$ cat src/rtl/ntuple_value_table_tc_learn_defines.svh
// Assertion macros for the n-tuple value table.
// Included by modules that carry concurrent checks; no other dependencies.
`ifndef NTUPLE_VALUE_TABLE_TC_LEARN_DEFINES_SVH
`define NTUPLE_VALUE_TABLE_TC_LEARN_DEFINES_SVH
`ifndef NO_ASSERTIONS
`define NTV_ASSERT_IMP(label, clk, rst_n, a, b) \
    label: assert property (@(posedge clk) disable iff (!rst_n) (a) |-> (b)) \
        else $error("assertion failed");
`define NTV_ASSERT_NXT(label, clk, rst_n, a, b) \
    label: assert property (@(posedge clk) disable iff (!rst_n) (a) |=> (b)) \
        else $error("assertion failed");
`else
`define NTV_ASSERT_IMP(label, clk, rst_n, a, b)
`define NTV_ASSERT_NXT(label, clk, rst_n, a, b)
`endif
`endif

$ cat src/rtl/ntv_div.sv
// Restoring divider, one quotient bit per cycle, for the learning step.
// Depends on nothing; unsigned 64 by 31 bit, truncating.
module ntv_div (
    input  logic        clk,
    input  logic        rst_n,
    input  logic        start,
    input  logic [63:0] dividend,
    input  logic [30:0] divisor,
    output logic        done,
    output logic [63:0] quotient
);
    logic [63:0] q_reg, q_next;
    logic [31:0] rem_reg, rem_next;
    logic [6:0]  cnt_reg, cnt_next;
    logic        busy_reg, busy_next;
    logic [31:0] trial;

    // One shift-subtract step per cycle.
    always_comb
    begin
        q_next = q_reg;
        rem_next = rem_reg;
        cnt_next = cnt_reg;
        busy_next = busy_reg;
        trial = {rem_reg[30:0], q_reg[63]};
        if (start)
        begin
            q_next = dividend;
            rem_next = '0;
            cnt_next = 7'd64;
            busy_next = 1'b1;
        end
        else if (busy_reg)
        begin
            if (trial >= {1'b0, divisor})
            begin
                rem_next = trial - {1'b0, divisor};
                q_next = {q_reg[62:0], 1'b1};
            end
            else
            begin
                rem_next = trial;
                q_next = {q_reg[62:0], 1'b0};
            end
            cnt_next = cnt_reg - 7'd1;
            if (cnt_reg == 7'd1) busy_next = 1'b0;
        end
    end

    always_ff @(posedge clk or negedge rst_n)
    begin
        if (!rst_n)
        begin
            busy_reg <= 1'b0;
            cnt_reg <= '0;
        end
        else
        begin
            busy_reg <= busy_next;
            cnt_reg <= cnt_next;
        end
    end

    always_ff @(posedge clk)
    begin
        q_reg <= q_next;
        rem_reg <= rem_next;
    end

    assign done = busy_reg && (cnt_reg == 7'd1);
    assign quotient = q_next;
endmodule

$ cat config.mk
export PLATFORM = sky130hd
export DESIGN_NAME = ntv_div
export DESIGN_NICKNAME = d
export VERILOG_FILES = /design/src/rtl/ntuple_value_table_tc_learn_defines.svh /design/src/rtl/ntv_div.sv
export SDC_FILE = /design/constraint.sdc
export NUM_CORES = 1
export LEC_CHECK = 0
export BUFFER_PORTS_ARGS = -buffer_cell sky130_fd_sc_hd__buf_2
export CAP_MARGIN = 20
export CORE_ASPECT_RATIO = 0.75
export CORE_UTILIZATION = 49
export CTS_BUF_LIST = sky130_fd_sc_hd__clkbuf_4 sky130_fd_sc_hd__clkbuf_8 sky130_fd_sc_hd__clkbuf_16
export CTS_CLUSTER_SIZE = 20
export DETAILED_ROUTE_END_ITERATION = 7
export PLACE_DENSITY = 0.78
export SYNTH_ARGS = -nofsm -noshare
export SYNTH_HDL_FRONTEND = slang
export SYNTH_SLANG_ARGS = --single-unit
$ cat constraint.sdc
create_clock -name clk -period 3.68 [get_ports clk]
set_input_delay 0.736 -clock clk [delete_from_list [all_inputs] [get_ports clk]]
set_output_delay 0.736 -clock clk [all_outputs]
set_load 0.05 [all_outputs]
; ---- After elaboration in Yosys (flattened, before gate mapping)
; Index checks and enable logic that the tools add are counted.
; W data, S select, Z words.
[totals]
register_bits = 103
input_bits = 98
out_inout_bits = 65
word_cells = 19
[op_classes]
n_addsub = 2
magnitude_cmp = 1
eq_ne = 1
muxes = 9
reduce_logical = 2
[ops]
columns = operator, count
row1 = $mux W64, 2
row2 = $ge A32 B31 Y1, 1
row3 = $mux W31, 1
row4 = $sub A31 B31 Y31, 1
row5 = $mux W7, 2
row6 = $eq A7 B1 Y1 const B, 1
row7 = $sub A7 B1 Y7 const B, 1
row8 = $mux W1, 4
row9 = $reduce_bool A2 Y1, 1
row10 = $logic_and A1 B1 Y1, 1

; ---- Logic depth before layout (Yosys ltp)
; Gate-level depths: netlist of the first run.
[logic_depth]
word_depth = 4
depth_mapped = 14
depth_no_buf = 12

; ---- Least setup slack after synthesis of the first run
; No wires, ideal clock.
[synth_timing]
path_type = input to output
startpoint = input port divisor[17]
endpoint = output port quotient[0]
arrival_time_ns = 3.419
required_time_ns = 2.944
setup_slack_ns = -0.475
cell_stages = 12
path_buffers = 2
cell_sequence = inv_1 ha_1 buf_2 nand3_1 nor3_1 a22oi_1 a21boi_0 o31ai_2 buf_4 nor2_1 a21oi_1 o21ai_0
[synth_between]
elab_chain_cells = 4
[synth_lines]
columns = item, line_no
row1 = start: declaration, ntv_div.sv:8  ; input logic [30:0] divisor,
row2 = $ge A32 B31 Y1, ntv_div.sv:35  ; if (trial >= {1'b0, divisor})
row3 = $mux W1, ntv_div.sv:35
row4 = $mux W64, ntv_div.sv:33  ; else if (busy_reg)
row5 = $mux W64, ntv_div.sv:26  ; if (start)
row6 = end: declaration, ntv_div.sv:10  ; output logic [63:0] quotient
; No other way between the ends.

; ---- Worst setup path in the final report of the first run
[layout_timing]
startpoint = input port divisor[0]
endpoint = output port quotient[0]
; Same word-level chain as after synthesis.

==> flow_summary.yaml, run 1 <==
outcome:
  run_status: "completed"
synth:
  synth_top_area_cell: "sky130_fd_sc_hd__dfxtp_1"
  synth.distinct_cells: 62
  netlist_area_um2: 6210
  yosys_register_bits: 103
  post_synth_most_frequent_cells: "sky130_fd_sc_hd__nand2_1, sky130_fd_sc_hd__dfxtp_1, sky130_fd_sc_hd__o21ai_0"
  yosys.area.top_type_share_pct: 30.6
  synth_enable_flop_cells: 0
  yosysMostFrequentCell: "sky130_fd_sc_hd__nand2_1"
  leading_cell_types_by_total_area_after_synthesis: "sky130_fd_sc_hd__dfxtp_1, sky130_fd_sc_hd__mux2i_1, sky130_fd_sc_hd__ha_1"
  ys_warn_count: 0
  mappedNetlistNets: 886
  syn_avg_cell_area_um2: 8.23
  synthArstFlopShare_pct: 7.77
  cell_count_after_synthesis: 754
  synth_ff_type: "sky130_fd_sc_hd__dfxtp_1"
  synth.yosys.seq_area_share_pct: 33.9
sta:
  worst_tran_pin_value_ns: 0.602
  maxSlewViolCount: 0
  setup_tns_ns: 0
  grt_setup_unrepaired: "yes"
  period_minus_slack_ns: 3.63
  worst_clock_skew_ns: 0.00657
  fmax_ghz: 0.276
  final_hold_viol_count: 0
  timing.final.setup_violations: 0
  final.setup.worst_slack_ns: 0.0511
  timing.final.crit_share_pct: 98.6
  slew_headroom_pct: 59.9
final_layout:
  nNetsFinal: 1061
  synthToLayoutAreaGrowth_pct: 25.3
  drive_above_1_share_pct: 26.1
  post-route-util_pct: 63.2
  final_cells: 1100
  layout.cell_area.non_filler_um2: 7780
  largest_register_ff_count: 64
  insertedDiodeCount: 0
  fillerInstances: 1082
grt:
  grtUsageTotal_pct: 24.3
  global_route_wire_length_before_repair_um: 26100
  grt_overflow: 0
  vias_in_the_first_global_route: 5431
  grt_antenna_before_repair: 0
  grt_max_degree: 56
floorplanning:
  pin_count: 163
  placementRows: 35
  die_height_um: 99.5
  die-area_um2: 13100
  initial_core_utilization_pct: 50.5
  dieWidth_um: 132
  core_um2: 12300
route:
  initialDrtViolationCount: 449
  dr_total_vias: 5979
  drt-total-wl_um: 15900
  wl_per_cell_um: 14.5
  first_pass_iters: 5
  drc: 0
  via_per_inst: 5.44
  antenna_left: 0
placement:
  finalWeightedCongestion: 0.950
  pre_cts_ws_ns: -0.162
  numPlacedInstances: 1084
  hpwl_um: 12000
  postPlaceCellArea_um2: 7440
  port_buffers: 162
worst_hold_path:
  timing.hold.worst.class: "input port to async pin"
cts:
  cts.repair_timing.setup_buffer_count: 0
  cts_root_buffer: "sky130_fd_sc_hd__clkbuf_16"
  cts_max_level: 3
  clk_path_buf_depth: 2
  tritoncts_num_sinks: 103
  cts.reportedPaths.clkPinSlew_ns: 0.08
  holdBufCountCts: 0
  cts_tree: "done"
  cts_buffers: 9
  clkLatencyLatePin_ns: 0.34
power_and_ir_drop:
  max-vdd-ir-drop_mv: 0.265
  p_leak_nw: 4.26
  power-per-cell-area_nw_per_um2: 550
setup_path:
  path_max_fanout: 2
  critPathMaxStageDelay_ns: 0.35
  critical_path.slowest_cell: "sky130_fd_sc_hd__fa_2"
  worst-endpoint-required_ns: 2.94
  timing.critical_path.cells: "buf_2 > ha_2 > inv_1 > fa_2 > a21o_1 > a221oi_2 > o211ai_2 > o2111a_1 > o31ai_4 > nor2_2 > a21oi_2 > o21ai_4 > buf_6"
  worst_setup_path_start_kind: "input port"
  critical_path.endpoint_type: "primary output"
  worstSetupPathType: "input port to primary output"
  worstPathArrival_ns: 2.89
run:
  max_cap_violations: 0
final timing paths:
path / cells after the start / startpoint / slack (ns) / end
worst max-delay path: 13 / divisor[0] / 0.05 / quotient[0]
worst min-delay path: 1 / rst_n / 0.22 / cnt_reg[1]
worst max register to register: 13 / q_reg[63] / 0.39 / rem_reg[2]
worst min register to register: 2 / rem_reg[27] / 0.50 / rem_reg[27]
max in group asynchronous: 1 / rst_n / 3.27 / busy_reg
min in group clk: 2 / rem_reg[27] / 0.50 / rem_reg[27]
cells in the final DEF, fill, tap and decap left out, types with 3 or more instances in the layout:
cell                        instances
sky130_fd_sc_hd__a21oi_1           38
sky130_fd_sc_hd__dfrtp_1            7
sky130_fd_sc_hd__clkbuf_16          9
sky130_fd_sc_hd__a311oi_1           3
sky130_fd_sc_hd__o31ai_1            5
sky130_fd_sc_hd__nor3_1            11
sky130_fd_sc_hd__o211a_1            5
sky130_fd_sc_hd__a41oi_1            4
sky130_fd_sc_hd__a21o_1            14
sky130_fd_sc_hd__o21ai_0           78
sky130_fd_sc_hd__mux2i_1           71
sky130_fd_sc_hd__ha_1              32
sky130_fd_sc_hd__inv_8              3
sky130_fd_sc_hd__a31oi_1            5
sky130_fd_sc_hd__xor2_1            16
sky130_fd_sc_hd__nor4_1             3
sky130_fd_sc_hd__and3_1            13
sky130_fd_sc_hd__nand3b_1           3
sky130_fd_sc_hd__nor2_1            55
sky130_fd_sc_hd__dfxtp_1           95
sky130_fd_sc_hd__inv_1             41
sky130_fd_sc_hd__a21boi_0           3
sky130_fd_sc_hd__a31o_2             3
sky130_fd_sc_hd__o21bai_1           3
sky130_fd_sc_hd__o211ai_1           9
sky130_fd_sc_hd__a211oi_1          21
sky130_fd_sc_hd__nand3_1           10
sky130_fd_sc_hd__mux2_2             3
sky130_fd_sc_hd__xnor2_1           14
sky130_fd_sc_hd__buf_4             45
sky130_fd_sc_hd__buf_2            160
sky130_fd_sc_hd__nand2_1          101
cell type report:
class / instances / area [um^2] / share of cell area, %
clock buffer: 10 / 239 / 3.07
clock inverter: 6 / 86.3 / 1.11
inverter: 41 / 154 / 1.98
multi-input combinational: 566 / 3790 / 48.8
sequential: 103 / 2110 / 27.1
tap: 166 / 208 / 2.67
timing repair buffer: 208 / 1190 / 15.3
layer usage:
layer | global-route usage, % | wire (um) | vias to the layer above
met5 | 0 | 0 | -
met4 | 6.08 | 257 | 0
met1 | 35.4 | 8020 | 2730
met3 | 3.62 | 790 | 20
li1 | - | - | 3058
met2 | 37.3 | 6840 | 171
metrics by stage:
| stage | total power, W | hold slack (ns) |
|---|---|---|
| after CTS | 0.00429 | 0.218 |
| after global routing | 0.00455 | 0.221 |
| after global placement | 0.00322 | 0.482 |
| after floorplan | 0.00275 | 0.440 |
| final | 0.00428 | 0.222 |
| after detailed placement | 0.00324 | 0.488 |
cell families (layout without fill, tap and decap cells):
group	after synthesis	count (layout)	share of synthesized area (%)
mux	74	74	12.0
simple gates	211	211	14.8
xor+xnor	30	30	4.23
buf+inv	85	265	5.52
fa+ha+maj	34	34	6.97
flops	103	103	33.9
compound gates	217	217	22.6
critical path, delay by kind of cell:
family | cells | cell delay [ns]
buffers and inverters | 3 | 0.28
adders and majority gates | 2 | 0.51
AOI/OAI and AO/OA | 7 | 1.29
and+or+nand+nor | 1 | 0.07
power by group:
| part | switching [W] | internal (W) |
|---|---|---|
| combinational | 0.00109 | 0.000721 |
| clock | 0.000462 | 0.000568 |
| sequential | 0.000143 | 0.00130 |
| total | 0.00169 | 0.00259 |
timing repair:
action                                  in CTS  in global routing
endpoints found under the setup margin       1                  1
resized for setup                            4                  1
pin swaps                                    3                  2
No activity file was read; power rests on OpenSTA's default activity.
==> inputs of run 2 (changes only) <==
--- a/config.mk
+++ b/config.mk
@@ -8,11 +8,11 @@
 export BUFFER_PORTS_ARGS = -buffer_cell sky130_fd_sc_hd__buf_2
 export CAP_MARGIN = 20
 export CORE_ASPECT_RATIO = 0.75
-export CORE_UTILIZATION = 49
+export CORE_UTILIZATION = 56
 export CTS_BUF_LIST = sky130_fd_sc_hd__clkbuf_4 sky130_fd_sc_hd__clkbuf_8 sky130_fd_sc_hd__clkbuf_16
 export CTS_CLUSTER_SIZE = 20
 export DETAILED_ROUTE_END_ITERATION = 7
-export PLACE_DENSITY = 0.78
+export PLACE_DENSITY = 0.84
 export SYNTH_ARGS = -nofsm -noshare
 export SYNTH_HDL_FRONTEND = slang
 export SYNTH_SLANG_ARGS = --single-unit
==> constraint.sdc (replaced) <==
create_clock -name clk -period 4.25 [get_ports clk]
set_input_delay 0.85 -clock clk [delete_from_list [all_inputs] [get_ports clk]]
set_output_delay 0.85 -clock clk [all_outputs]
set_load 0.05 [all_outputs]
==> run 2 against run 1 <==
Sequential power down 13%. Worst hold slack better by 0.11 ns. Power down 16%. Routed wire length down 3.2%. Highest routed layer unchanged.
==> flow_summary.yaml, run 2 (same netlist as run 1, synthesis figures left out) <==
cts:
  clk_path_buf_depth: 2
  cts_tree: "done"
  cts.reportedPaths.clkPinSlew_ns: 0.07
  cts_root_buffer: "sky130_fd_sc_hd__clkbuf_16"
  tritoncts_num_sinks: 103
  holdBufCountCts: 0
  cts_buffers: 9
  cts_max_level: 3
  clkLatencyLatePin_ns: 0.35
sta:
  slew_headroom_pct: 61.3
  timing.final.setup_violations: 0
  period_minus_slack_ns: 4.11
  worst_tran_pin_value_ns: 0.580
  hold-worst-slack_ns: 0.331
  timing.final.crit_share_pct: 96.8
  setup_tns_ns: 0
  final_hold_viol_count: 0
  maxSlewViolCount: 0
  worst_clock_skew_ns: 0.00697
  fmax_ghz: 0.243
floorplanning:
  initial_core_utilization_pct: 59.0
  die_height_um: 93.2
  core_um2: 10500
  dieWidth_um: 124
  die-area_um2: 11500
  pin_count: 163
  placementRows: 32
placement:
  finalWeightedCongestion: 0.943
  postPlaceCellArea_um2: 7130
  port_buffers: 162
  hpwl_um: 11400
worst_hold_path:
  timing.hold.worst.class: "input port to async pin"
grt:
  groute.layer.met3.usage_pct: 4.02
  vias_in_the_first_global_route: 5102
  grt_busiest_layer: "met2"
  grt_max_degree: 67
  grtUsageTotal_pct: 26.4
  grt_antenna_before_repair: 0
  global_route.usage.met2_pct: 40.8
  grt_overflow: 0
  met1_usage_grt_pct: 37.4
  global_route_wire_length_before_repair_um: 24200
final_layout:
  synthToLayoutAreaGrowth_pct: 20.2
  largest_register_ff_count: 64
  final_common_cell: "sky130_fd_sc_hd__buf_2"
  drive_above_1_share_pct: 23.0
  nNetsFinal: 1030
  layout.cells.most_common_list: "sky130_fd_sc_hd__buf_2, sky130_fd_sc_hd__nand2_1, sky130_fd_sc_hd__dfxtp_1"
  layout.cell_area.non_filler_um2: 7460
  insertedDiodeCount: 0
  post-route-util_pct: 70.8
setup_path:
  worstSetupPathType: "input port to primary output"
  reg2regPathDepth: 13
  crit_buf_inv: 3
  critical_path.slowest_cell: "sky130_fd_sc_hd__fa_1"
  path_max_fanout: 3
  critPathTopFamily: "compound AO/OA/AOI/OAI gates"
  critical_path.reg2reg.endpoint: "rem_reg[2]"
  critPathMaxStageDelay_ns: 0.40
  worst-endpoint-required_ns: 3.40
  timing.reg2reg.setup_slack_ns: 0.77
  worst_setup_path_start_kind: "input port"
  critical_path.endpoint_type: "primary output"
  worstPathArrival_ns: 3.26
  worstReg2RegStart: "q_reg[63]"
  timing.critical_path.cells: "buf_2 > ha_1 > inv_1 > fa_1 > a21o_1 > a221oi_2 > o211ai_2 > o2111a_1 > o31ai_4 > nor2_1 > a21oi_1 > o21ai_1 > buf_4"
power_and_ir_drop:
  p_total_w: 0.00358
  p_leak_nw: 4.09
  power.combinational.fraction_pct: 40.9
  p_clk_share_pct: 24.2
  max-vdd-ir-drop_mv: 0.248
  cell_internal_pwr_w: 0.00215
  power-per-cell-area_nw_per_um2: 480
  power.sequential.fraction_pct: 34.9
  netSwitchingFraction_pct: 40.0
  net-switching-power_w: 0.00143
route:
  via_per_inst: 5.69
  antenna_left: 0
  dr_total_vias: 5910
  initialDrtViolationCount: 394
  drc: 0
  drt-total-wl_um: 15400
  first_pass_iters: 6
  wl_per_cell_um: 14.8
run:
  max_cap_violations: 0
outcome:
  run_status: "completed"
run 2: cell type report:
type	instances	area [um^2]
clock inverter	7	91.3
sequential	103	2110
multi-input combinational	566	3770
inverter	41	154
timing repair buffer	177	941
clock buffer	9	225
fill	848	3070
tap	136	170
run 2: worst max-delay path by stage:
stage          cells past startpoint          end  startpoint
2_1_floorplan                     12  quotient[0]  divisor[0]
3_3_place_gp                      13  quotient[0]  divisor[0]
3_5_place_dp                      13  quotient[0]  divisor[0]
4_1_cts                           13  quotient[0]  divisor[0]
5_1_grt                           13  quotient[0]  divisor[0]
6_report                          13  quotient[0]  divisor[0]
run 2: layer usage:
layer | part of all wire (%) | vias up
met2 | 45 | 203
li1 | - | 2990
met3 | 5.5 | 26
met1 | 47 | 2691
met4 | 2.0 | 0
met5 | 0 | -
run 2: through the flow:
step,setup slack (ns),instances
floorplan,0.216,754
global placement,0.159,1021
detailed placement,0.114,1021
CTS,0.0983,1037
global route,-0.00771,1039
finish,0.138,1039
run 2: what timing repair did:
| item | in CTS | in global routing |
|---|---|---|
| setup endpoints to repair | 0 | 1 |
| buffers inserted | 0 | 2 |
| gates resized for setup | 0 | 2 |
run 2: power by group through the flow:
stage / Sequential (W) / Combinational [W] / Clock (W)
after floorplan: 0.00123 / 0.00115 / 0
after global placement: 0.00126 / 0.00141 / 0
after detailed placement: 0.00127 / 0.00143 / 0
after CTS: 0.00125 / 0.00144 / 0.000880
after global routing: 0.00127 / 0.00159 / 0.000921
final: 0.00125 / 0.00146 / 0.000867
run 2: worst reg2reg max path: stages (launching register included):
cell	delay, ns
sky130_fd_sc_hd__dfxtp_1	0.35
sky130_fd_sc_hd__inv_1	0.07
sky130_fd_sc_hd__ha_1	0.15
sky130_fd_sc_hd__inv_1	0.05
sky130_fd_sc_hd__fa_1	0.40
sky130_fd_sc_hd__a21o_1	0.22
sky130_fd_sc_hd__a221oi_2	0.31
sky130_fd_sc_hd__o211ai_2	0.12
sky130_fd_sc_hd__o2111a_1	0.28
sky130_fd_sc_hd__o31ai_4	0.27
sky130_fd_sc_hd__buf_4	0.51
sky130_fd_sc_hd__mux2_2	0.44
sky130_fd_sc_hd__mux2i_1	0.14
sky130_fd_sc_hd__nor2_1	0.05
==> inputs of run 3 (changes only) <==
--- a/config.mk
+++ b/config.mk
@@ -8,11 +8,11 @@
 export BUFFER_PORTS_ARGS = -buffer_cell sky130_fd_sc_hd__buf_2
 export CAP_MARGIN = 20
 export CORE_ASPECT_RATIO = 0.75
-export CORE_UTILIZATION = 56
-export CTS_BUF_LIST = sky130_fd_sc_hd__clkbuf_4 sky130_fd_sc_hd__clkbuf_8 sky130_fd_sc_hd__clkbuf_16
+export CORE_UTILIZATION = 54
+export CTS_BUF_LIST = sky130_fd_sc_hd__clkbuf_16
 export CTS_CLUSTER_SIZE = 20
 export DETAILED_ROUTE_END_ITERATION = 7
-export PLACE_DENSITY = 0.84
+export PLACE_DENSITY = 0.81
 export SYNTH_ARGS = -nofsm -noshare
 export SYNTH_HDL_FRONTEND = slang
 export SYNTH_SLANG_ARGS = --single-unit
==> constraint.sdc (replaced) <==
create_clock -name clk -period 4.6 [get_ports clk]
set_input_delay 0.92 -clock clk [delete_from_list [all_inputs] [get_ports clk]]
set_output_delay 0.92 -clock clk [all_outputs]
set_load 0.05 [all_outputs]
==> run 3 against run 2 <==
Power is 9.7% lower. Worst setup slack better by 0.017 ns. Clock power is 13% lower. Non-clock buffer count is 7 lower. Die area is 3.6% higher. First-iteration DRC count is 15% higher. Core utilization is 4.1 points lower. Global-route usage is 1.3 points lower. Routed wire length is 1.8% lower. Combinational power is 9% lower. Critical endpoint unchanged. Largest cell class unchanged.
==> flow_summary.yaml, run 3 (same netlist as run 1, synthesis figures left out) <==
power_and_ir_drop:
  p_total_w: 0.00323
  max-vdd-ir-drop_mv: 0.218
  p_leak_nw: 4.05
  power-per-cell-area_nw_per_um2: 437
sta:
  slew_headroom_pct: 52.6
  maxSlewViolCount: 0
  grt_setup_unrepaired: "no"
  setup_tns_ns: 0
  worst_clock_skew_ns: 0.00485
  timing.final.crit_share_pct: 96.6
  hold-worst-slack_ns: 0.405
  worst_tran_pin_value_ns: 0.703
  timing.final.setup_violations: 0
  final_hold_viol_count: 0
  fmax_ghz: 0.225
  period_minus_slack_ns: 4.45
  final.setup.worst_slack_ns: 0.155
setup_path:
  worstPathArrival_ns: 3.53
  critPathMaxStageDelay_ns: 0.41
  critPathTopFamily: "compound AO/OA/AOI/OAI gates"
  worst_setup_path_start_kind: "input port"
  timing.critical_path.cells: "buf_2 > ha_1 > inv_1 > fa_1 > a21o_1 > a221oi_2 > o211ai_2 > o2111a_1 > o31ai_4 > nor2_1 > a21oi_2 > o21ai_0 > buf_4"
  critical_path.slowest_cell: "sky130_fd_sc_hd__fa_1"
  path_max_fanout: 3
  worst-endpoint-required_ns: 3.68
  crit_buf_inv: 3
  timing.reg2reg.setup_slack_ns: 1.06
  worstSetupPathType: "input port to primary output"
  critical_path.endpoint_type: "primary output"
placement:
  hpwl_um: 11200
  postPlaceCellArea_um2: 7090
  port_buffers: 162
  pre_cts_ws_ns: 0.129
  finalWeightedCongestion: 0.943
floorplanning:
  dieWidth_um: 126
  core_um2: 11100
  die_height_um: 94.9
  initial_core_utilization_pct: 56.1
  placementRows: 33
  die-area_um2: 11900
  pin_count: 163
final_layout:
  final_common_cell: "sky130_fd_sc_hd__buf_2"
  nNetsFinal: 1023
  layout.cell_area.non_filler_um2: 7390
  largest_register_ff_count: 64
  synthToLayoutAreaGrowth_pct: 19.0
  area_occupied_by_registers_um2: 2110
  layout.cells.most_common_list: "sky130_fd_sc_hd__buf_2, sky130_fd_sc_hd__nand2_1, sky130_fd_sc_hd__dfxtp_1"
  drive_above_1_share_pct: 22.5
  fillerInstances: 963
  multi_input_comb_area_um2: 3780
  insertedDiodeCount: 0
worst_hold_path:
  timing.hold.worst.class: "input port to async pin"
route:
  via_per_inst: 5.55
  antenna_left: 0
  first_pass_iters: 5
  initialDrtViolationCount: 452
  drc: 0
  wl_per_cell_um: 14.6
  drt-total-wl_um: 15100
  dr_total_vias: 5754
cts:
  cts_resized: 0
  cts.repair_timing.setup_buffer_count: 0
  clkLatencyLatePin_ns: 0.34
  tritoncts_num_sinks: 103
  clk_path_buf_depth: 2
  holdBufCountCts: 0
  cts_tree: "done"
  cts_max_level: 3
  cts_root_buffer: "sky130_fd_sc_hd__clkbuf_16"
  cts.reportedPaths.clkPinSlew_ns: 0.07
  cts_buffers: 9
grt:
  grt_antenna_before_repair: 0
  global_route_wire_length_before_repair_um: 24400
  grtUsageTotal_pct: 25.1
  grt_overflow: 0
  vias_in_the_first_global_route: 5053
  grt_max_degree: 77
run:
  max_cap_violations: 0
outcome:
  run_status: "completed"
run 3: cell count changes in the layout (fill, tap and decap cells not counted), sizes merged:
cell    before  now
buf        177  170
bufinv       1    0
inv         43   44
run 3: area by class of cell:
cell class	instances	share of cell area (%)
repair buffers	170	12.0
multi-input cells	566	51.1
flip-flops and latches	103	28.5
clock inverters	7	0.897
clock buffers	9	3.05
inverters	41	2.08
well taps	140	2.37
run 3: layer usage:
metal | routed length, um | GRT usage [%] | vias up
met5 | 0 | 0 | -
met4 | 126 | 5.22 | 0
met3 | 632 | 3.97 | 12
met2 | 6710 | 39.5 | 139
met1 | 7650 | 36.2 | 2620
li1 | - | - | 2983
run 3: path summary, 6_finish.rpt:
check,startpoint,endpoint,depth (start not counted)
setup / recovery,divisor[0],quotient[0],13
setup reg to reg,q_reg[63],rem_reg[22],13
min in group clk,rem_reg[27],rem_reg[27],2
hold / removal,rst_n,cnt_reg[4],1
hold reg to reg,rem_reg[27],rem_reg[27],2
max in group asynchronous,rst_n,busy_reg,1
run 3: per-stage QoR:
stage,utilization (%),cells
after global placement,64.1,1020
after floorplan,-,754
after detailed placement,64.1,1020
final,66.8,1036
after CTS,66.7,1036
after global routing,66.8,1036
run 3: where the power goes:
group	switching [W]	leakage [nW]	internal, W	total, W
clock	0.000370	0.141	0.000380	0.000750
sequential	0.000111	0.886	0.00104	0.00115
combinational	0.000836	3.02	0.000493	0.00133
